$ cat src/sv/i2cram_pkg.sv
`default_nettype none

package i2cram_pkg;

   typedef enum logic [1:0] {
      OP_TICK  = 2'd0,
      OP_WRITE = 2'd1,
      OP_READ  = 2'd2,
      OP_MULTI = 2'd3
   } opcode_type;

   localparam logic [2:0] STAT_OK         = 3'd0;
   localparam logic [2:0] STAT_BUS_BUSY   = 3'd1;
   localparam logic [2:0] STAT_START_ERR  = 3'd2;
   localparam logic [2:0] STAT_ADDR_NACK  = 3'd3;
   localparam logic [2:0] STAT_ZERO_COUNT = 3'd4;

   typedef enum logic [14:0] {
      ST_IDLE      = 15'b000000000000001,
      ST_START     = 15'b000000000000010,
      ST_SEND_WA   = 15'b000000000000100,
      ST_ACK_WA    = 15'b000000000001000,
      ST_SEND_REG  = 15'b000000000010000,
      ST_ACK_REG   = 15'b000000000100000,
      ST_SEND_DATA = 15'b000000001000000,
      ST_ACK_DATA  = 15'b000000010000000,
      ST_RSTART    = 15'b000000100000000,
      ST_SEND_RA   = 15'b000001000000000,
      ST_ACK_RA    = 15'b000010000000000,
      ST_READ      = 15'b000100000000000,
      ST_STOP      = 15'b001000000000000,
      ST_MACK      = 15'b010000000000000,
      ST_STOP_FAIL = 15'b100000000000000
   } step_type;

   typedef enum logic [2:0] {
      CL_START = 3'd0,
      CL_SEND  = 3'd1,
      CL_WACK  = 3'd2,
      CL_READ  = 3'd3,
      CL_MACK  = 3'd4,
      CL_STOP  = 3'd5,
      CL_NONE  = 3'd6
   } class_type;

   typedef struct packed {
      opcode_type opcode;
      logic [7:0] slave_address;
      logic [7:0] register_address;
      logic [7:0] write_data;
      logic [7:0] read_count;
      logic       sda_sample;
   } item_type;

   typedef struct packed {
      logic       scl_level;
      logic       sda_level;
      logic       byte_valid;
      logic [7:0] read_byte;
      logic       last_byte;
      logic       done_res;
      logic [2:0] status;
   } result_type;

   function automatic class_type step_class(step_type step);
      class_type cls;
      case (step)
         ST_START, ST_RSTART: cls = CL_START;
         ST_SEND_WA, ST_SEND_REG, ST_SEND_DATA, ST_SEND_RA: cls = CL_SEND;
         ST_ACK_WA, ST_ACK_REG, ST_ACK_DATA, ST_ACK_RA: cls = CL_WACK;
         ST_READ: cls = CL_READ;
         ST_MACK: cls = CL_MACK;
         ST_STOP, ST_STOP_FAIL: cls = CL_STOP;
         default: cls = CL_NONE;
      endcase
      return cls;
   endfunction

   // pin levels on entry to a sub-phase; returns {scl, sda}
   function automatic logic [1:0] apply_pins(step_type step, logic [1:0] sub, logic msb,
                                             logic more, logic scl, logic sda);
      class_type cls;
      logic      s_scl;
      logic      s_sda;
      cls   = step_class(step);
      s_scl = scl;
      s_sda = sda;
      case (cls)
         CL_START: begin
            if (sub == 2'd0) begin
               s_scl = 1'b1;
               s_sda = 1'b1;
            end else begin
               s_sda = 1'b0;
            end
         end
         CL_SEND: begin
            if (sub == 2'd0) s_scl = 1'b0;
            else if (sub == 2'd1) s_sda = msb;
            else s_scl = 1'b1;
         end
         CL_READ: begin
            if (sub == 2'd0) begin
               s_scl = 1'b0;
               s_sda = 1'b1;
            end else begin
               s_scl = 1'b1;
            end
         end
         CL_WACK, CL_MACK: begin
            if (sub == 2'd0) s_scl = 1'b0;
            else if (sub == 2'd1) s_sda = !(cls == CL_MACK && more);
            else if (sub == 2'd2) s_scl = 1'b1;
            else s_scl = 1'b0;
         end
         CL_STOP: begin
            if (sub == 2'd0) s_scl = 1'b0;
            else if (sub == 2'd1) s_sda = 1'b0;
            else if (sub == 2'd2) s_scl = 1'b1;
            else s_sda = 1'b1;
         end
         default: begin
            s_scl = scl;
            s_sda = sda;
         end
      endcase
      return {s_scl, s_sda};
   endfunction

endpackage

`default_nettype wire

$ cat src/sv/i2cram_in_stage.sv
`default_nettype none

module i2cram_in_stage (
   input  wire logic                clock,
   input  wire logic                reset,
   input  wire logic                req_tvalid,
   output logic                     req_tready,
   input  wire logic [39:0]         req_tdata,
   input  wire logic [1:0]          req_tuser,
   input  wire logic                take,
   output logic                     item_valid,
   output i2cram_pkg::item_type     item
);
   import i2cram_pkg::*;

   logic     valid_ff;
   logic     valid_in;
   item_type item_ff;
   logic     accept;

   assign req_tready = !valid_ff || take;
   assign accept     = req_tvalid && req_tready;

   always_comb begin
      valid_in = valid_ff;
      if (accept) valid_in = 1'b1;
      else if (take) valid_in = 1'b0;
   end

   always_ff @(posedge clock) begin
      if (reset) begin
         valid_ff <= 1'b0;
      end else begin
         valid_ff <= valid_in;
      end
   end

   always_ff @(posedge clock) begin
      if (accept) begin
         item_ff.opcode           <= opcode_type'(req_tuser);
         item_ff.slave_address    <= req_tdata[7:0];
         item_ff.register_address <= req_tdata[15:8];
         item_ff.write_data       <= req_tdata[23:16];
         item_ff.read_count       <= req_tdata[31:24];
         item_ff.sda_sample       <= req_tdata[32];
      end
   end

   assign item_valid = valid_ff;
   assign item       = item_ff;

endmodule

`default_nettype wire

$ cat src/sv/i2cram_seq.sv
`default_nettype none

module i2cram_seq (
   input  wire logic                   clock,
   input  wire logic                   reset,
   input  wire logic                   csr_we,
   input  wire logic [15:0]            csr_wdata,
   input  wire logic                   item_valid,
   input  wire i2cram_pkg::item_type   item,
   output logic                        take,
   input  wire logic                   out_free,
   output logic                        out_load,
   output i2cram_pkg::result_type      result
);
   import i2cram_pkg::*;

   logic [15:0] phase_len_ff;
   step_type    step_ff, step_in;
   logic [1:0]  sub_ff, sub_in;
   logic [3:0]  bit_ff, bit_in;
   logic [7:0]  shift_ff, shift_in;
   logic [7:0]  bytes_ff, bytes_in;
   logic [1:0]  kind_ff, kind_in;
   logic [7:0]  slave_ff, slave_in;
   logic [7:0]  reg_ff, reg_in;
   logic [7:0]  data_ff, data_in;
   logic [15:0] ticks_ff, ticks_in;
   logic        scl_ff, scl_in;
   logic        sda_ff, sda_in;

   class_type   cls;
   step_type    follow;
   step_type    target;
   logic        enter;
   logic        apply;
   logic        fin;
   logic [2:0]  fin_status;
   logic        emit;
   logic [15:0] t_next;
   logic [7:0]  shift_rx;
   result_type  res;

   assign take = item_valid && out_free;

   // successor of each step when its last sub-phase ends
   always_comb begin
      case (step_ff)
         ST_START:     follow = ST_SEND_WA;
         ST_SEND_WA:   follow = ST_ACK_WA;
         ST_ACK_WA:    follow = (bit_ff != 4'd0) ? ST_STOP_FAIL : ST_SEND_REG;
         ST_SEND_REG:  follow = ST_ACK_REG;
         ST_ACK_REG:   follow = (kind_ff == OP_WRITE) ? ST_SEND_DATA : ST_RSTART;
         ST_SEND_DATA: follow = ST_ACK_DATA;
         ST_ACK_DATA:  follow = ST_STOP;
         ST_RSTART:    follow = ST_SEND_RA;
         ST_SEND_RA:   follow = ST_ACK_RA;
         ST_ACK_RA:    follow = ST_READ;
         ST_READ:      follow = ST_MACK;
         ST_MACK:      follow = (bytes_ff > 8'd1) ? ST_READ : ST_STOP;
         default:      follow = ST_IDLE;
      endcase
   end

   always_comb begin
      step_in    = step_ff;
      sub_in     = sub_ff;
      bit_in     = bit_ff;
      shift_in   = shift_ff;
      bytes_in   = bytes_ff;
      kind_in    = kind_ff;
      slave_in   = slave_ff;
      reg_in     = reg_ff;
      data_in    = data_ff;
      ticks_in   = ticks_ff;
      scl_in     = scl_ff;
      sda_in     = sda_ff;
      res        = '0;
      res.scl_level = scl_ff;
      res.sda_level = sda_ff;
      emit       = 1'b0;
      enter      = 1'b0;
      apply      = 1'b0;
      fin        = 1'b0;
      fin_status = STAT_OK;
      target     = follow;
      cls        = step_class(step_ff);
      t_next     = ticks_ff + 16'd1;
      shift_rx   = {shift_ff[6:0], item.sda_sample};

      if (take) begin
         if (item.opcode != OP_TICK) begin
            if (step_ff == ST_IDLE) begin
               if (item.opcode == OP_MULTI && item.read_count == 8'd0) begin
                  emit       = 1'b1;
                  fin        = 1'b1;
                  fin_status = STAT_ZERO_COUNT;
               end else begin
                  kind_in  = item.opcode;
                  slave_in = item.slave_address;
                  reg_in   = item.register_address;
                  data_in  = item.write_data;
                  bytes_in = (item.opcode == OP_MULTI) ? item.read_count : 8'd1;
                  ticks_in = 16'd0;
                  enter    = 1'b1;
                  target   = ST_START;
               end
            end
         end else begin
            emit = 1'b1;
            if (step_ff != ST_IDLE) begin
               if (t_next >= phase_len_ff) begin
                  ticks_in = 16'd0;
                  case (cls)
                     CL_START: begin
                        if (step_ff == ST_START && sub_ff == 2'd0 && !item.sda_sample) begin
                           fin        = 1'b1;
                           fin_status = STAT_BUS_BUSY;
                        end else if (step_ff == ST_START && sub_ff == 2'd1 &&
                                     item.sda_sample) begin
                           fin        = 1'b1;
                           fin_status = STAT_START_ERR;
                        end else if (sub_ff < 2'd2) begin
                           sub_in = sub_ff + 2'd1;
                           apply  = 1'b1;
                        end else begin
                           enter = 1'b1;
                        end
                     end
                     CL_SEND: begin
                        if (sub_ff < 2'd2) begin
                           sub_in = sub_ff + 2'd1;
                           apply  = 1'b1;
                        end else begin
                           shift_in = {shift_ff[6:0], 1'b0};
                           bit_in   = bit_ff + 4'd1;
                           if (bit_ff >= 4'd7) begin
                              enter = 1'b1;
                           end else begin
                              sub_in = 2'd0;
                              apply  = 1'b1;
                           end
                        end
                     end
                     CL_WACK: begin
                        // hold the ack sample in the bit counter for the next decision
                        if (sub_ff == 2'd2) bit_in = {3'b000, item.sda_sample};
                        if (sub_ff < 2'd3) begin
                           sub_in = sub_ff + 2'd1;
                           apply  = 1'b1;
                        end else begin
                           enter = 1'b1;
                        end
                     end
                     CL_READ: begin
                        if (sub_ff == 2'd0) begin
                           sub_in = 2'd1;
                           apply  = 1'b1;
                        end else begin
                           shift_in = shift_rx;
                           bit_in   = bit_ff + 4'd1;
                           if (bit_ff >= 4'd7) begin
                              res.byte_valid = 1'b1;
                              res.read_byte  = shift_rx;
                              res.last_byte  = (bytes_ff <= 8'd1);
                              enter          = 1'b1;
                           end else begin
                              sub_in = 2'd0;
                              apply  = 1'b1;
                           end
                        end
                     end
                     CL_MACK: begin
                        if (sub_ff < 2'd3) begin
                           sub_in = sub_ff + 2'd1;
                           apply  = 1'b1;
                        end else begin
                           if (bytes_ff > 8'd1) bytes_in = bytes_ff - 8'd1;
                           enter = 1'b1;
                        end
                     end
                     CL_STOP: begin
                        if (sub_ff < 2'd3) begin
                           sub_in = sub_ff + 2'd1;
                           apply  = 1'b1;
                        end else begin
                           fin        = 1'b1;
                           fin_status = (step_ff == ST_STOP_FAIL) ? STAT_ADDR_NACK : STAT_OK;
                        end
                     end
                     default: begin
                        fin = 1'b0;
                     end
                  endcase
               end else begin
                  ticks_in = t_next;
               end
            end
         end
      end

      if (enter) begin
         step_in = target;
         sub_in  = 2'd0;
         bit_in  = 4'd0;
         case (target)
            ST_SEND_WA:   shift_in = slave_ff;
            ST_SEND_REG:  shift_in = reg_ff;
            ST_SEND_DATA: shift_in = data_ff;
            ST_SEND_RA:   shift_in = slave_ff + 8'd1;
            ST_READ:      shift_in = 8'd0;
            default:      shift_in = shift_in;
         endcase
         apply = 1'b1;
      end

      if (apply) begin
         {scl_in, sda_in} = apply_pins(step_in, sub_in, shift_in[7], (bytes_in > 8'd1),
                                       scl_ff, sda_ff);
      end

      if (fin) begin
         step_in        = ST_IDLE;
         sub_in         = 2'd0;
         bit_in         = 4'd0;
         scl_in         = 1'b1;
         sda_in         = 1'b1;
         res.done_res   = 1'b1;
         res.status     = fin_status;
      end
   end

   always_ff @(posedge clock) begin
      if (reset) begin
         phase_len_ff <= 16'd1;
      end else if (csr_we) begin
         phase_len_ff <= csr_wdata;
      end
   end

   always_ff @(posedge clock) begin
      if (reset) begin
         step_ff  <= ST_IDLE;
         sub_ff   <= 2'd0;
         bit_ff   <= 4'd0;
         shift_ff <= 8'd0;
         bytes_ff <= 8'd0;
         kind_ff  <= 2'd0;
         slave_ff <= 8'd0;
         reg_ff   <= 8'd0;
         data_ff  <= 8'd0;
         ticks_ff <= 16'd0;
         scl_ff   <= 1'b1;
         sda_ff   <= 1'b1;
      end else begin
         step_ff  <= step_in;
         sub_ff   <= sub_in;
         bit_ff   <= bit_in;
         shift_ff <= shift_in;
         bytes_ff <= bytes_in;
         kind_ff  <= kind_in;
         slave_ff <= slave_in;
         reg_ff   <= reg_in;
         data_ff  <= data_in;
         ticks_ff <= ticks_in;
         scl_ff   <= scl_in;
         sda_ff   <= sda_in;
      end
   end

   assign out_load = take && emit;
   assign result   = res;

endmodule

`default_nettype wire

$ cat src/sv/i2cram_out_stage.sv
`default_nettype none

module i2cram_out_stage (
   input  wire logic                    clock,
   input  wire logic                    reset,
   input  wire logic                    out_load,
   input  wire i2cram_pkg::result_type  result,
   output logic                         out_free,
   output logic                         rsp_tvalid,
   input  wire logic                    rsp_tready,
   output logic [15:0]                  rsp_tdata,
   output logic [0:0]                   rsp_tuser,
   output logic                         rsp_tlast
);
   import i2cram_pkg::*;

   logic       valid_ff;
   logic       valid_in;
   result_type result_ff;

   assign out_free = !valid_ff || rsp_tready;

   always_comb begin
      valid_in = valid_ff;
      if (out_load) valid_in = 1'b1;
      else if (rsp_tready) valid_in = 1'b0;
   end

   always_ff @(posedge clock) begin
      if (reset) begin
         valid_ff <= 1'b0;
      end else begin
         valid_ff <= valid_in;
      end
   end

   always_ff @(posedge clock) begin
      if (out_load) result_ff <= result;
   end

   assign rsp_tvalid = valid_ff;
   assign rsp_tdata  = {2'b00, result_ff.status, result_ff.done_res, result_ff.read_byte,
                        result_ff.sda_level, result_ff.scl_level};
   assign rsp_tuser  = result_ff.byte_valid;
   assign rsp_tlast  = result_ff.last_byte;

endmodule

`default_nettype wire

$ cat src/sv/i2c_register_access_master_unit.sv
`default_nettype none

// I2C register-access master. A command item (tuser 1 single write, 2 single read,
// 3 multi read) latches a transaction and returns no result, except a multi read with
// a zero count, which returns one finished result with status 4 at once; a command
// that arrives while a transaction runs is dropped. Each tick item (tuser 0) carries
// the sampled SDA level and returns exactly one result holding the SCL/SDA drive
// levels for that tick, plus a received byte (tuser, tlast) and done/status when a
// byte completes or the transaction ends. Every phase of the bus lasts csr_wdata
// ticks as last written (reset 1, zero acts as one). The block takes one item per
// clock cycle while results are taken; the sequencer works on the item in the input
// register and loads the result register at the next edge, so a result passes the
// input and result registers. A held-off result stalls the sequencer, and the
// input register then fills and drops req_tready. Write the phase length only while
// no transaction is running.
module i2c_register_access_master_unit (
   input  wire logic        clock,
   input  wire logic        reset,
   input  wire logic        csr_we,
   input  wire logic [15:0] csr_wdata,     // phase_length
   input  wire logic        req_tvalid,
   output logic             req_tready,
   // [7:0] slave_address, [15:8] register_address, [23:16] write_data,
   // [31:24] read_count, [32] sda_sample, [39:33] zero
   input  wire logic [39:0] req_tdata,
   input  wire logic [1:0]  req_tuser,     // [1:0] opcode
   output logic             rsp_tvalid,
   input  wire logic        rsp_tready,
   // [0] scl_level, [1] sda_level, [9:2] read_byte, [10] done_res,
   // [13:11] status, [15:14] zero
   output logic [15:0]      rsp_tdata,
   output logic [0:0]       rsp_tuser,     // [0] byte_valid
   output logic             rsp_tlast      // last_byte
);
   import i2cram_pkg::*;

   logic        take;
   logic        item_valid;
   item_type    item;
   logic        out_load;
   logic        out_free;
   result_type  result;

   i2cram_in_stage u_in_stage (
      .clock      (clock),
      .reset      (reset),
      .req_tvalid (req_tvalid),
      .req_tready (req_tready),
      .req_tdata  (req_tdata),
      .req_tuser  (req_tuser),
      .take       (take),
      .item_valid (item_valid),
      .item       (item)
   );

   i2cram_seq u_seq (
      .clock      (clock),
      .reset      (reset),
      .csr_we     (csr_we),
      .csr_wdata  (csr_wdata),
      .item_valid (item_valid),
      .item       (item),
      .take       (take),
      .out_free   (out_free),
      .out_load   (out_load),
      .result     (result)
   );

   i2cram_out_stage u_out_stage (
      .clock      (clock),
      .reset      (reset),
      .out_load   (out_load),
      .result     (result),
      .out_free   (out_free),
      .rsp_tvalid (rsp_tvalid),
      .rsp_tready (rsp_tready),
      .rsp_tdata  (rsp_tdata),
      .rsp_tuser  (rsp_tuser),
      .rsp_tlast  (rsp_tlast)
   );

endmodule

`default_nettype wire

$ cat config.mk
export PLATFORM = sky130hd
export DESIGN_NAME = i2c_register_access_master_unit
export DESIGN_NICKNAME = d
export VERILOG_FILES = /design/src/sv/i2cram_pkg.sv /design/src/sv/i2cram_in_stage.sv /design/src/sv/i2cram_seq.sv /design/src/sv/i2cram_out_stage.sv /design/src/sv/i2c_register_access_master_unit.sv
export SDC_FILE = /design/constraint.sdc
export NUM_CORES = 1
export LEC_CHECK = 0
export ABC_AREA = 1
export ABC_CLOCK_PERIOD_IN_PS = 5900
export BUFFER_PORTS_ARGS = -buffer_cell sky130_fd_sc_hd__buf_2
export CAP_MARGIN = 40
export CORE_UTILIZATION = 55
export DETAILED_ROUTE_END_ITERATION = 8
export HOLD_SLACK_MARGIN = 0.02
export PLACE_DENSITY = 0.75
export SLEW_MARGIN = 40
export SYNTH_ARGS = -nofsm -noshare
export SYNTH_HDL_FRONTEND = slang
export SYNTH_SLANG_ARGS = --single-unit
export TNS_END_PERCENT = 50
$ cat constraint.sdc
create_clock -name clock -period 5.9 [get_ports clock]
set_input_delay 0.59 -clock clock [delete_from_list [all_inputs] [get_ports clock]]
set_output_delay 0.59 -clock clock [all_outputs]
set_load 0.05 [all_outputs]
* Yosys cells after proc, flatten, opt, wreduce, memory -nomap -nowiden *
Index checks and enable logic that the tools add are counted.

word-level totals
  output and inout port bits = 20
  bits in registers = 150

operators by class
  muxes and demuxes = 128
  reductions and logical operators = 48
  bitwise operators = 7
  equal/unequal tests = 68
  add/subtract/negate cells = 5
  $lt $le $gt $ge = 7

operators by type and width
  operator                                         count
  case mux 15 bit (12 select lines)                1
  two-way mux 8 bit                                17
  two-way mux 15 bit                               6
  two-way mux 16 bit                               5
  two-way mux 1 bit                                57
  == test 15 x 10 -> 1 bit, second input constant  3
  == test 15 x 12 -> 1 bit, second input constant  3
  == test 15 x 3 -> 1 bit, second input constant   3
  == test 15 x 5 -> 1 bit, second input constant   3
  == test 15 x 7 -> 1 bit, second input constant   3
  case mux 8 bit (5 select lines)                  1
  case mux 3 bit (6 select lines)                  2
  == test 15 x 11 -> 1 bit, second input constant  2
  == test 15 x 13 -> 1 bit, second input constant  2
  == test 15 x 14 -> 1 bit, second input constant  2
  == test 15 bit, second input constant            2
  == test 15 x 2 -> 1 bit, second input constant   2
  == test 15 x 4 -> 1 bit, second input constant   2
  == test 15 x 6 -> 1 bit, second input constant   2
  == test 15 x 8 -> 1 bit, second input constant   2
  == test 15 x 9 -> 1 bit, second input constant   2
  two-way mux 2 bit                                14
  two-way mux 3 bit                                9
  adder 16 x 1 -> 16 bit, second input constant    1
  other kinds (52)                                 117

* Logic depth before layout (Yosys ltp) *
Gate-level depths: netlist of run 1.

  word-level depth = 21
  gate-level depth with buffers = 39

* By module *
A second synthesis of run 1 with hierarchy kept.

unflattened totals
  cell total of the unflattened synthesis = 1,229
  area, all modules = 9,133.8 µm²

modules (own cells, without submodules)
  module            times used  seq. area each (µm²)  cells each  area each (µm²)
  i2cram_seq        1           1,941.9               1,164       7,493.4
  i2cram_in_stage   1           1,071.0               41          1,098.6
  i2cram_out_stage  1           500.5                 24          541.8

* Worst setup path after synthesis of run 1 *
No wires, ideal clock.

  path kind = register to register
  start point = register u_seq.ticks_ff[2]
  end point = register u_seq.sda_ff
  setup slack = 1.530 ns
  arrival = 4.253 ns
  clock period less this slack = 4.370 ns
  stages on the path, launching flop included = 35
  setup time = 0.117 ns
  path through = dfxtp_1 nand2_1 nor2_1 nand4_1 nor2_1 nand3_1 nor3b_1 nand3_1 xnor2_1 ha_1 nand4_1 nor3_1 nand3_1 nand3_1 nand2_1 a21oi_1 nand2_2 nand2_4 buf_8 buf_12 nand3_2 nand2_2 nand2_4 nor2_8 nand3_2 nor2_4 nor2_1 a21oi_2 nand3_2 nand3_1 nand2_1 nand2_1 nor2_1 nand2_1 nand2_1

between the ends
  word-level cells in the longest chain between the ends = 17
  elaborated cells between the ends (all ways) = 82

ends and longest elaborated chain
  item                                                             RTL line                             source
  start, declared                                                  i2cram_seq.sv:27                     logic [15:0] ticks_ff, ticks_in;
  start signal, assigned                                           i2cram_seq.sv:264                    ticks_ff <= ticks_in;
  adder 16 x 1 -> 16 bit (*)                                       i2cram_seq.sv:87                     t_next = ticks_ff + 16'd1;
  >= comparator 16 bit (*)                                         i2cram_seq.sv:111                    if (t_next >= phase_len_ff) begin
  two-way mux 1 bit                                                i2cram_seq.sv:111
  two-way mux 1 bit                                                i2cram_seq.sv:110                    if (step_ff != ST_IDLE) begin
  two-way mux 1 bit                                                i2cram_seq.sv:91                     if (item.opcode != OP_TICK) begin
  two-way mux 1 bit                                                i2cram_seq.sv:90                     if (take) begin
  two-way mux 15 bit                                               i2cram_seq.sv:201                    if (enter) begin
  == test 15 x 4 -> 1 bit, or another cell as far along            i2cram_pkg.sv:67                     case (step)
  OR reduction 4 bit / OR reduction 2 bit (equally long branches)  i2cram_pkg.sv:67
  case mux 3 bit (6 select lines)                                  i2cram_pkg.sv:67
  two-way mux 3 bit                                                i2cram_seq.sv:216                    if (apply) begin
  == test 3 bit                                                    i2cram_pkg.sv:88, i2cram_pkg.sv:112
  logical AND 1 bit                                                i2cram_pkg.sv:112                    else if (sub == 2'd1) s_sda = !(cls == CL_MACK && more);
  logical NOT 1 bit                                                i2cram_pkg.sv:112
  two-way mux 1 bit                                                i2cram_pkg.sv:112
  two-way mux 1 bit                                                i2cram_pkg.sv:111                    if (sub == 2'd0) s_scl = 1'b0;
  case mux 1 bit (5 select lines)                                  i2cram_pkg.sv:88                     case (cls)
  end signal, assigned                                             i2cram_seq.sv:266                    sda_ff <= sda_in;
  end, declared                                                    i2cram_seq.sv:29                     logic sda_ff, sda_in;

Mark *: on every way between the ends. The rest lies on a longest branch, timed or not. The select of a mux whose other input is x is not followed.
A chain may end at the register's enable or synchronous reset.

* Worst setup path in the final report of run 1 *
  start point = register u_seq.ticks_ff[0]
  end point = register u_seq.sda_ff

The elaborated chain is that of the path after synthesis.

==> metrics.txt, run 1 <==
leakage power=4.239 nW; initial core utilization=56.54%; antenna-violating nets left=0; crit path capture type=flip-flop; Mapped Cells=1150; CP max FO=30; gpl congestion=0.9301; Residual DRC=0; CTS sink cnt=150; Port Buffer Count=73; Final TNS setup=0 ns; pin count of the biggest net entering global routing=47; CTS tree=yes; worst path arrival time=5.58 ns; Die Ht=127.2 um; maximum vdd drop=242.4 uV; final cell count without fillers=1438; RSZ-0062 raised after global routing=no; clk slew on worst S/H paths=0.06 ns; vias=7700; CTS Buf Count=17; CTS H-tree lvls=4; design area=9741 sq um; core area=15260 sq um; commonest non-fill, non-tap cells in the layout=205 x nand2_1, 156 x inv_1, 139 x nor2_1, 99 x dfxtp_1, 82 x o21ai_0; Tcrit/Tclk final=89.24%; Iter 0 DRT Violations=635; GRT Total Usage=26.24%; Reg2Reg Setup Slack=0.63 ns; gr ovfl total=0; startpoint types=flip-flop; DP Area=9114 sq um; kind of critical path=flip-flop to flip-flop; full die area=16190 sq um; first-pass GRT wire length=33.36 mm; vias in the first global route=6976; Critical Path RT=6.21 ns; CP max stage delay=0.37 ns; max_slew headroom=47.91%; Core Rows=45; fraction of layout cells with a size suffix above 1=15.00%; post-synthesis sequential area ratio=40.73%; Post-CTS Setup Bufs=0; fmax=189.9 MHz; initial antenna violation count=0; clock root cell=clkbuf_16; Finished Core Util=63.84%; TritonRoute pass-1 iters=5; status=finished, final reports clean; final net count=1304; Max Cap Viol=0; placed cells=1405; Slowest-stage cell, CP=dfxtp_1; endpoints failing hold=0; EDFF count, synth=51; Post-synth ARST share=0%; Max Slew Vio Count=0; Synth-to-Final Area Change=12.91%; Die W=127.2 um; # setup viols final=0; post-synth cell types=57; Most used DFF post-synth=dfxtp_1; Worst Max-Slew Pin Slew=0.7755 ns; most common cell after layout, fill and taps aside=nand2_1; post-layout minimum cycle time=5.265 ns; CP dominant cell by count=nand2_1; Yosys reg bits=150; Avg Cell Area, Syn=7.502 sq um; detailed placement HPWL=14.63 mm; Worst-Skew Late Latency=0.43 ns; Yosys warnings=0; ant diodes=0; boundary pin count=83; total power=2.902 mW; Vias/cell=5.355; wirelength, routed=20.21 mm; worst min path class=input port to flip-flop; wire per inst=14.05 um; clk_skew=0.008385 ns; P per Cell Area=297.9 nW/um^2; synthesized cell area=8627 sq um; deepest clock path buffer count=2
==> registers in the layout (all words and copies together), names as in the netlist, 2 cells and up <==
signal and cells:
u_seq.data_ff 8, u_seq.phase_len_ff 16, u_seq.sub_ff 2, u_seq.slave_ff 8
u_seq.kind_ff 2, u_seq.shift_ff 8, u_out_stage.rsp_tdata 14, u_in_stage.item 35
u_seq.ticks_ff 16, u_seq.step_ff 15, u_seq.reg_ff 8, u_seq.bit_ff 4
u_seq.bytes_ff 8
==> per-stage QoR <==
stage | setup WS [ns] | hold WS (ns)
global placement | 0.7132 | 0.4196
finish | 0.6348 | 0.3341
floorplan | 1.530 | 0.4086
CTS | 0.5461 | 0.3232
detailed placement | 0.5985 | 0.4243
global route | 0.06033 | 0.3129
==> layout make-up <==
cell class | count | area, sq um
fillers | 1400 | 5518
multi-input cells | 797 | 4319
flip-flops and latches | 150 | 3513
inverters | 168 | 633.1
clock buffers | 17 | 425.4
repair buffers | 80 | 421.7
well taps | 211 | 264.0
clock inverters | 15 | 163.9
==> cell usage after synthesis (3+ instances only) <==
cell type / instances / area [sq um]
a211oi_1: 3 / 22.52
a21oi_1: 72 / 360.4
a221oi_1: 6 / 52.55
a22oi_1: 11 / 82.58
a311oi_1: 3 / 26.28
a31oi_1: 10 / 62.56
buf_2: 4 / 20.02
buf_4: 4 / 30.03
clkbuf_1: 23 / 86.33
clkinv_1: 3 / 11.26
dfxtp_1: 99 / 1982
edfxtp_1: 51 / 1531
ha_1: 27 / 337.8
inv_1: 156 / 585.6
inv_2: 8 / 30.03
nand2_1: 205 / 769.5
nand2_2: 14 / 87.58
nand2_4: 6 / 67.56
nand3_1: 70 / 350.3
nand3_2: 14 / 140.1
nand3b_1: 3 / 22.52
nand4_1: 15 / 93.84
nor2_1: 140 / 525.5
nor2_2: 10 / 62.56
nor2_4: 7 / 78.83
nor3_1: 21 / 105.1
nor4_1: 7 / 43.79
o211ai_1: 6 / 45.04
o21ai_0: 82 / 410.4
o221ai_1: 3 / 26.28
o22ai_1: 16 / 100.1
xnor2_1: 3 / 26.28
xor2_1: 18 / 157.7
==> per-layer routing <==
layer	GRT usage, %	up-vias	part of all wire [%]
met5	0	-	0
met4	8.473	0	2.1
met3	5.360	32	6.4
met2	42.57	254	46
met1	35.17	3459	46
li1	-	3955	-
==> worst max-delay path, delay by kind of cell, from the launching register on <==
| kind | cells | cell delay [ns] |
|---|---|---|
| compound gates | 2 | 0.41 |
| flops | 1 | 0.37 |
| fa+ha+maj | 2 | 0.48 |
| simple gates | 27 | 3.26 |
| buf+inv | 5 | 0.46 |
| xor+xnor | 1 | 0.17 |
==> where the power goes <==
part           leakage, nW  internal, mW  switching [mW]
Sequential            1.32          1.14          0.0441
Combinational         2.64         0.186           0.442
Clock                0.286         0.632           0.459
Total                 4.24          1.96           0.945
==> logic make-up (layout without fill, tap and decap cells) <==
kind of cell             after synthesis  after routing  synth area share [%]
XOR/XNOR                              21             21                 2.132
adder cells (fa/ha/maj)               27             27                 3.916
AO/OA/AOI/OAI                        227            227                 15.26
flip-flops                           150            150                 40.73
AND/OR/NAND/NOR                      519            519                 28.18
buffers and inverters                204            280                 9.630
other                                  1              2               0.04347
multiplexers                           1              1                0.1160
==> repair_timing <==
action / CTS / global route
gates resized for setup: 0 / 3
setup endpoints to repair: 0 / 2
hold endpoints to repair: 0 / 0
hold buffers: 0 / 0
==> worst paths after layout <==
| check | start | to | cells after the start |
|---|---|---|---|
| setup reg to reg | u_seq.ticks_ff[0]$_SDFFE_PP0P_ | u_seq.sda_ff$_SDFFE_PP1P_ | 37 |
| hold / removal | req_tdata[0] | u_in_stage.item[25]$_DFFE_PP_ | 1 |
| hold reg to reg | u_seq.sda_ff$_SDFFE_PP1P_ | u_out_stage.rsp_tdata[1]$_DFFE_PP_ | 0 |
| setup / recovery | u_seq.ticks_ff[0]$_SDFFE_PP0P_ | u_seq.sda_ff$_SDFFE_PP1P_ | 37 |
(Power assumes the default switching activity.)
==> inputs of run 2 (changes only) <==
--- a/config.mk
+++ b/config.mk
@@ -5,11 +5,12 @@
 export SDC_FILE = /design/constraint.sdc
 export NUM_CORES = 1
 export LEC_CHECK = 0
-export ABC_AREA = 1
+export ABC_AREA = 0
 export ABC_CLOCK_PERIOD_IN_PS = 5900
 export BUFFER_PORTS_ARGS = -buffer_cell sky130_fd_sc_hd__buf_2
 export CAP_MARGIN = 40
 export CORE_UTILIZATION = 55
+export CTS_BUF_LIST = sky130_fd_sc_hd__clkbuf_4 sky130_fd_sc_hd__clkbuf_8
 export DETAILED_ROUTE_END_ITERATION = 8
 export HOLD_SLACK_MARGIN = 0.02
 export PLACE_DENSITY = 0.75
==> run 2 against run 1 <==
Effect of this change:
- via count is 3.2% higher
- power is 25% lower
- wire length is 17% higher
- critical endpoint unchanged
- largest power group unchanged
==> metrics.txt, run 2 <==
CP max FO=18 (-40%); vias in the first global route=7472 (+7.1%); most common cell after layout, fill and taps aside=nand2_1; fmax=180.8 MHz (-4.8%); Synth area leaders=dfxtp_1 23%, edfxtp_1 18%, a21oi_1 5.2%; CP max stage delay=0.41 ns (+0.04 ns); deepest clock path buffer count=2 (unchanged); commonest non-fill, non-tap cells in the layout=117 x nand2_1, 112 x nor2_1, 98 x dfxtp_1, 88 x a21oi_1, 73 x buf_2; clock root cell=clkbuf_8; Yosys warnings=0 (unchanged); Die Ht=127.2 um (unchanged); Post-synth ARST share=0% (unchanged); pin count of the biggest net entering global routing=78 (+66%); area share of the largest cell type after synthesis=22.97% (unchanged); synthesized cell area=8627 sq um (unchanged); wire per inst=18.42 um (+31%); Worst Hold Launch=req_tdata[22]; routed wl met2=10.93 mm (+18%); CP dominant cell by count=and3_1; commonest cells in the netlist=117 x nand2_1, 112 x nor2_1, 99 x dfxtp_1, 89 x a21oi_1, 51 x edfxtp_1; Max Slew Vio Count=0 (unchanged); multi-input logic area=4780 sq um (+11%); RSZ-0062 raised after global routing=no; post-synth cell types=92 (+61%); maximum vdd drop=201.1 uV (-17%); final net count=1150 (-12%); initial antenna violation count=0 (unchanged); worst min path class=input port to flip-flop; most frequent cell after synthesis=nand2_1; top layer in use=met4; post-layout minimum cycle time=5.532 ns (+0.2663 ns); Met1 Wirelength=10.20 mm (+11%); hold buffer count at CTS=0 (unchanged); max FFs per register=35 (unchanged); Die W=127.2 um (unchanged); Reg-to-Reg Start=u_seq.ticks_ff[2]$_SDFFE_PP0P_; gr ovfl total=0 (unchanged); crit path capture type=flip-flop; Mapped Cells=995 (-13%); Slowest-stage cell, CP=dfxtp_1; full die area=16190 sq um (unchanged); TritonRoute pass-1 iters=5 (unchanged); first-pass GRT wire length=38.28 mm (+15%); r2r endpoint=u_seq.sda_ff$_SDFFE_PP1P_; FF-to-FF path depth=22 (-41%); fraction of layout cells with a size suffix above 1=17.33% (+2.3 points); status=finished, final reports clean; ant diodes=0 (unchanged); core area=15260 sq um (unchanged); CTS tree=yes; vias=7943 (+3.2%); worst path arrival time=5.89 ns (+0.31 ns); CTS sink cnt=150 (unchanged); Core Rows=45 (unchanged); Critical Path RT=6.26 ns (+0.05 ns); startpoint types=flip-flop; post-synth top area cell=dfxtp_1; Reg2Reg Setup Slack=0.37 ns (-0.27 ns); Worst Hold Path Cells=1 (unchanged); detailed placement HPWL=17.25 mm (+18%); Vias/cell=6.186 (+16%); Most used DFF post-synth=dfxtp_1; P per Cell Area=222.9 nW/um^2 (-25%); Iter 0 DRT Violations=804 (+27%); clk_skew=0.01896 ns (+0.01058 ns); Max Cap Viol=0 (unchanged); Port Buffer Count=73 (unchanged); Residual DRC=0 (unchanged); Final TNS setup=0 ns (unchanged); Worst-Skew Late Latency=0.47 ns (+0.04 ns); CTS H-tree lvls=4 (unchanged); wirelength, routed=23.66 mm (+17%); Finished Core Util=63.57% (-0.27 points); fillcell total=1362 (-2.7%); antenna-violating nets left=0 (unchanged); max_slew headroom=45.99% (-1.9 points); Worst Max-Slew Pin Slew=0.8092 ns (+0.03376 ns); met3 WL post-DR=1.824 mm (+42%); Tcrit/Tclk final=93.75% (+4.5 points); CTS Buf Count=17 (unchanged); endpoints failing hold=0 (unchanged); Avg Cell Area, Syn=8.670 sq um (+16%); initial core utilization=56.54% (unchanged); clk slew on worst S/H paths=0.10 ns (+0.04 ns); leakage power=3.832 nW (-9.6%); Synth-to-Final Area Change=12.43%; EDFF count, synth=51 (unchanged); WHS Endpoint=u_in_stage.item[15]$_DFFE_PP_; post-synthesis sequential area ratio=40.73% (unchanged); GRT Total Usage=30.50% (+4.3 points); # setup viols final=0 (unchanged); boundary pin count=83 (unchanged); CP cell instances=and3_2 > and3_1 > and3_1 > and3_1 > and3_1 > and3_2 > nand3_1 > xnor2_1 > ha_1 > nand2_1 > a311oi_1 > nor2_1 > a21o_1 > o31ai_4 > nand2_4 > buf_12 > o32a_4 > nor4_4 > a221oi_2 > a2111o_1 > a2111oi_2 > nor2_1; Sequential Area=3515 sq um (about the same); kind of critical path=flip-flop to flip-flop; gpl congestion=0.9423 (+1.3%); Yosys reg bits=150 (unchanged)
[run 2: cell types whose count changed in the layout (fill, tap and decap cells not counted), moves of 15 or more]
cell       change
inv_1        -122
clkbuf_16     -17
nand2_1       -88
mux2i_1       +17
nand3_1       -44
a21oi_1       +16
and2_1        +15
o21ai_0       -37
nor2_1        -27
clkbuf_8      +17
buf_4         +24
[run 2: cells by family (layout without fill, tap and decap cells)]
family | Yosys count | after routing | synth area share [%]
simple gates | 412 | 412 | 24.47
xor+xnor | 21 | 21 | 2.132
flops | 150 | 150 | 40.73
other cells | 1 | 2 | 0.04347
fa+ha+maj | 27 | 27 | 3.916
mux | 25 | 25 | 3.002
buf+inv | 94 | 171 | 4.467
compound gates | 265 | 265 | 21.25
[run 2: through the flow]
step	cell area (sq um)	std cells	hold slack, ns	setup WS, ns	total power [mW]
2_1_floorplan	8631	996	0.4090	0.6574	1.310
3_3_place_gp	9238	1249	0.4153	0.3698	1.392
3_5_place_dp	9253	1249	0.4267	0.2982	1.394
4_1_cts	9644	1281	0.2787	0.2313	2.161
5_1_grt	9699	1284	0.2668	0.01463	2.249
6_report	9699	1284	0.2947	0.3685	2.162
[run 2: cell type report]
| cell class | instances | area share [%] |
|---|---|---|
| Clock inverter | 15 | 1.625 |
| Sequential cell | 150 | 36.24 |
| Inverter | 34 | 1.316 |
| Timing Repair Buffer | 105 | 6.411 |
| Tap cell | 211 | 2.722 |
| Multi-Input combinational cell | 752 | 49.28 |
| Clock buffer | 17 | 2.412 |
[run 2: critical path, delay by kind of cell (launching register included)]
family | cells | cell delay (ns)
buffers and inverters | 1 | 0.19
xor gates and xnor gates | 1 | 0.16
DFF | 1 | 0.41
AOI/OAI and AO/OA | 7 | 2.07
and+or+nand+nor | 12 | 2.29
adders and majority gates | 1 | 0.32
[run 2: worst max-delay path by stage]
stage                                         from                         to  slack, ns  cells past startpoint
global route        u_seq.ticks_ff[2]$_SDFFE_PP0P_  u_seq.sda_ff$_SDFFE_PP1P_       0.01                     22
finish              u_seq.ticks_ff[2]$_SDFFE_PP0P_  u_seq.sda_ff$_SDFFE_PP1P_       0.37                     22
global placement    u_seq.ticks_ff[0]$_SDFFE_PP0P_  u_seq.sda_ff$_SDFFE_PP1P_       0.37                     22
floorplan           u_seq.ticks_ff[0]$_SDFFE_PP0P_  u_seq.sda_ff$_SDFFE_PP1P_       0.66                     21
detailed placement  u_seq.ticks_ff[0]$_SDFFE_PP0P_  u_seq.sda_ff$_SDFFE_PP1P_       0.30                     22
CTS                 u_seq.ticks_ff[0]$_SDFFE_PP0P_  u_seq.sda_ff$_SDFFE_PP1P_       0.23                     22
[run 2: layer usage]
layer  track usage (%)  vias up
met5                 0        -
met4             12.18        0
met3             6.742       64
met2             49.00      365
met1             40.04     3717
li1                  -     3797
[run 2: power breakdown]
group	switching (mW)	leakage (nW)	internal (mW)
sequential	0.0258	1.31	1.10
combinational	0.164	2.33	0.0899
clock	0.463	0.194	0.317
total	0.653	3.83	1.51
[run 2: repair_timing]
action,CTS,global route
resized for setup,0,9
setup endpoints to repair,0,2
setup buffers,0,3
==> inputs of run 3 (changes only) <==
--- a/config.mk
+++ b/config.mk
@@ -5,15 +5,15 @@
 export SDC_FILE = /design/constraint.sdc
 export NUM_CORES = 1
 export LEC_CHECK = 0
-export ABC_AREA = 0
-export ABC_CLOCK_PERIOD_IN_PS = 5900
+export ABC_AREA = 1
+export ABC_CLOCK_PERIOD_IN_PS = 5950
 export BUFFER_PORTS_ARGS = -buffer_cell sky130_fd_sc_hd__buf_2
 export CAP_MARGIN = 40
-export CORE_UTILIZATION = 55
+export CORE_UTILIZATION = 25
 export CTS_BUF_LIST = sky130_fd_sc_hd__clkbuf_4 sky130_fd_sc_hd__clkbuf_8
 export DETAILED_ROUTE_END_ITERATION = 8
 export HOLD_SLACK_MARGIN = 0.02
-export PLACE_DENSITY = 0.75
+export PLACE_DENSITY = 0.4
 export SLEW_MARGIN = 40
 export SYNTH_ARGS = -nofsm -noshare
 export SYNTH_HDL_FRONTEND = slang
==> constraint.sdc (replaced) <==
create_clock -name clock -period 5.95 [get_ports clock]
set_input_delay 0.595 -clock clock [delete_from_list [all_inputs] [get_ports clock]]
set_output_delay 0.595 -clock clock [all_outputs]
set_load 0.05 [all_outputs]
==> run 3 against run 2 <==
Effect of this change:
- die area is 120% higher
- clock power rose by 2%
- critical endpoint unchanged
- final area up 1.9%
- largest cell class unchanged
- highest routed layer unchanged
- combinational power increased to 2.6 times the previous value
- clock skew grew 0.0012 ns
- worst setup slack gained 0.37 ns
- clock-buffer cell count unchanged
- final cell count up 31%
==> metrics.txt, run 3 (same netlist as run 1, synthesis figures left out) <==
CP dominant cell by count=nand2_1; Tcrit/Tclk final=87.53% (-6.2 points); wire per inst=14.78 um (-20%); CTS sink cnt=150 (unchanged); gpl congestion=0.8479 (-10%); Synth-to-Final Area Change=14.58%; pre-CTS WS=0.5833 ns (+0.2851 ns); CP max FO=11 (-7); Worst Max-Slew Pin Slew=0.8087 ns (-0.0005280 ns); pin count of the biggest net entering global routing=49 (-37%); fillcell total=3769 (+180%); kind of critical path=flip-flop to flip-flop; final net count=1311 (+14%); core area=33780 sq um (+120%); ant diodes=0 (unchanged); Int Power=1.633 mW (+8.2%); leakage power=4.176 nW (+9.0%); max_slew headroom=45.85% (-0.14 points); Final TNS setup=0 ns (unchanged); # setup viols final=0 (unchanged); Vias/cell=4.515 (-27%); startpoint types=flip-flop; initial antenna violation count=0 (unchanged); first-pass GRT wire length=40.14 mm (+4.8%); P per Cell Area=264.8 nW/um^2 (+19%); Residual DRC=0 (unchanged); Slowest-stage cell, CP=dfxtp_1; Reg-to-Reg Start=u_seq.ticks_ff[2]$_SDFFE_PP0P_; initial core utilization=25.54% (-31 points); Die W=187.8 um (+48%); Worst Hold Launch=req_tdata[4]; Sequential Area=3513 sq um (about the same); clock root cell=clkbuf_8; final cell count without fillers=1682 (+31%); total power=2.617 mW (+21%); Critical Path RT=6.32 ns (+0.06 ns); sw frac=37.61% (+7.4 points); multi-input logic area=4322 sq um (-9.6%); fraction of layout cells with a size suffix above 1=15.72% (-1.6 points); design area=9884 sq um (+1.9%); Reg2Reg Setup Slack=0.74 ns (+0.37 ns); CTS tree=yes; Clk network pwr share=30.5% (-5.6 points); Iter 0 DRT Violations=464 (-42%); Core Rows=67 (+49%); vias=7594 (-4.4%); boundary pin count=83 (unchanged); Port Buffer Count=73 (unchanged); max FFs per register=35 (unchanged); WHS Endpoint=u_in_stage.item[29]$_DFFE_PP_; r2r endpoint=u_seq.sda_ff$_SDFFE_PP1P_; Combinational Power Share=24.7% (+13 points); CTS Buf Count=17 (unchanged); DP Area=9470 sq um (+2.4%); FF-to-FF path depth=33 (+50%); CP max stage delay=0.41 ns (about the same); Max Cap Viol=0 (unchanged); Max Slew Vio Count=0 (unchanged); worst path arrival time=5.58 ns (-0.31 ns); fmax=192.0 MHz (+6.2%); wirelength, routed=24.86 mm (+5.1%); RSZ-0062 raised after global routing=no; switching pwr=984.4 uW (+51%); post-layout minimum cycle time=5.208 ns (-0.3234 ns); placed cells=1650 (+32%); most common cell after layout, fill and taps aside=nand2_1; TritonRoute pass-1 iters=7 (+2); gr ovfl total=0 (unchanged); worst min path class=input port to flip-flop; hold_ws=0.2784 ns (-0.01627 ns); antenna-violating nets left=0 (unchanged); full die area=35260 sq um (+120%); commonest non-fill, non-tap cells in the layout=205 x nand2_1, 154 x inv_1, 138 x nor2_1, 99 x dfxtp_1, 82 x o21ai_0; status=finished, final reports clean; Final Worst Setup Slack=0.7419 ns (+0.3734 ns); Die Ht=187.8 um (+48%); endpoints failing hold=0 (unchanged); sequential share of power=44.8% (-7.3 points); maximum vdd drop=241.6 uV (+20%); Worst-Skew Late Latency=0.48 ns (about the same); GRT Total Usage=14.54% (-16 points); clk slew on worst S/H paths=0.10 ns (about the same); Finished Core Util=29.26% (-34 points); detailed placement HPWL=18.67 mm (+8.2%); clk_skew=0.02016 ns (+0.001196 ns); CTS H-tree lvls=4 (unchanged); crit path capture type=flip-flop; vias in the first global route=7362 (-1.5%); Worst Hold Path Cells=1 (unchanged); deepest clock path buffer count=2 (unchanged)
==> run 3: cell count changes in the layout (fill, tap and decap cells not counted), sizes merged, moves of 12 or more <==
cell    delta
inv      +132
and3      -17
a21oi     -15
o21ai     +32
mux2i     -17
nand3b    -12
and2      -15
nand3     +59
nand2    +107
buf       -18
nor2      +47
==> run 3: worst max-delay path by stage <==
stage | startpoint | end | slack [ns] | cells after the start
finish | u_seq.ticks_ff[2]$_SDFFE_PP0P_ | u_seq.sda_ff$_SDFFE_PP1P_ | 0.74 | 33
global route | u_seq.ticks_ff[2]$_SDFFE_PP0P_ | u_seq.scl_ff$_SDFFE_PP1P_ | 0.07 | 33
CTS | u_seq.ticks_ff[2]$_SDFFE_PP0P_ | u_seq.sda_ff$_SDFFE_PP1P_ | 0.53 | 33
detailed placement | u_seq.ticks_ff[0]$_SDFFE_PP0P_ | u_seq.scl_ff$_SDFFE_PP1P_ | 0.58 | 31
global placement | u_seq.ticks_ff[0]$_SDFFE_PP0P_ | u_seq.sda_ff$_SDFFE_PP1P_ | 0.63 | 33
floorplan | u_seq.ticks_ff[2]$_SDFFE_PP0P_ | u_seq.sda_ff$_SDFFE_PP1P_ | 1.58 | 34
==> run 3: metal layers <==
| layer | GRT usage (%) | up-vias | part of all wire, % |
|---|---|---|---|
| met4 | 4.065 | 0 | 1.3 |
| met2 | 22.46 | 140 | 44 |
| met1 | 20.27 | 3468 | 51 |
| li1 | - | 3972 | - |
| met3 | 3.126 | 14 | 3.8 |
| met5 | 0 | - | 0 |
==> run 3: final cells by class <==
type                            count  share of cell area, %
Clock inverter                     15                  1.532
Inverter                          168                  6.405
Timing Repair Buffer               87                  4.759
Multi-Input combinational cell    797                  43.72
Clock buffer                       17                  2.367
Sequential cell                   150                  35.54
Tap cell                          448                  5.671
==> run 3: worst max-delay path: cells and delay by family, from the launching register on <==
kind            cells  cell delay (ns)
simple gates       28             3.56
flops               1             0.41
compound gates      2             0.36
fa+ha+maj           1             0.34
buf+inv             1             0.23
xor+xnor            1             0.17
==> run 3: timing repair <==
| action | CTS | global route |
|---|---|---|
| hold buffers | 0 | 0 |
| endpoints found under the setup margin | 0 | 2 |
| buffers inserted | 0 | 0 |
| resized for setup | 0 | 5 |
==> run 3: power by group through the flow <==
| stage | clock network, mW | registers [mW] | logic, mW |
|---|---|---|---|
| after floorplan | 0 | 1.18 | 0.487 |
| after global placement | 0 | 1.20 | 0.647 |
| after detailed placement | 0 | 1.20 | 0.648 |
| after CTS | 0.842 | 1.17 | 0.651 |
| after global routing | 0.882 | 1.18 | 0.735 |
| final | 0.797 | 1.17 | 0.648 |
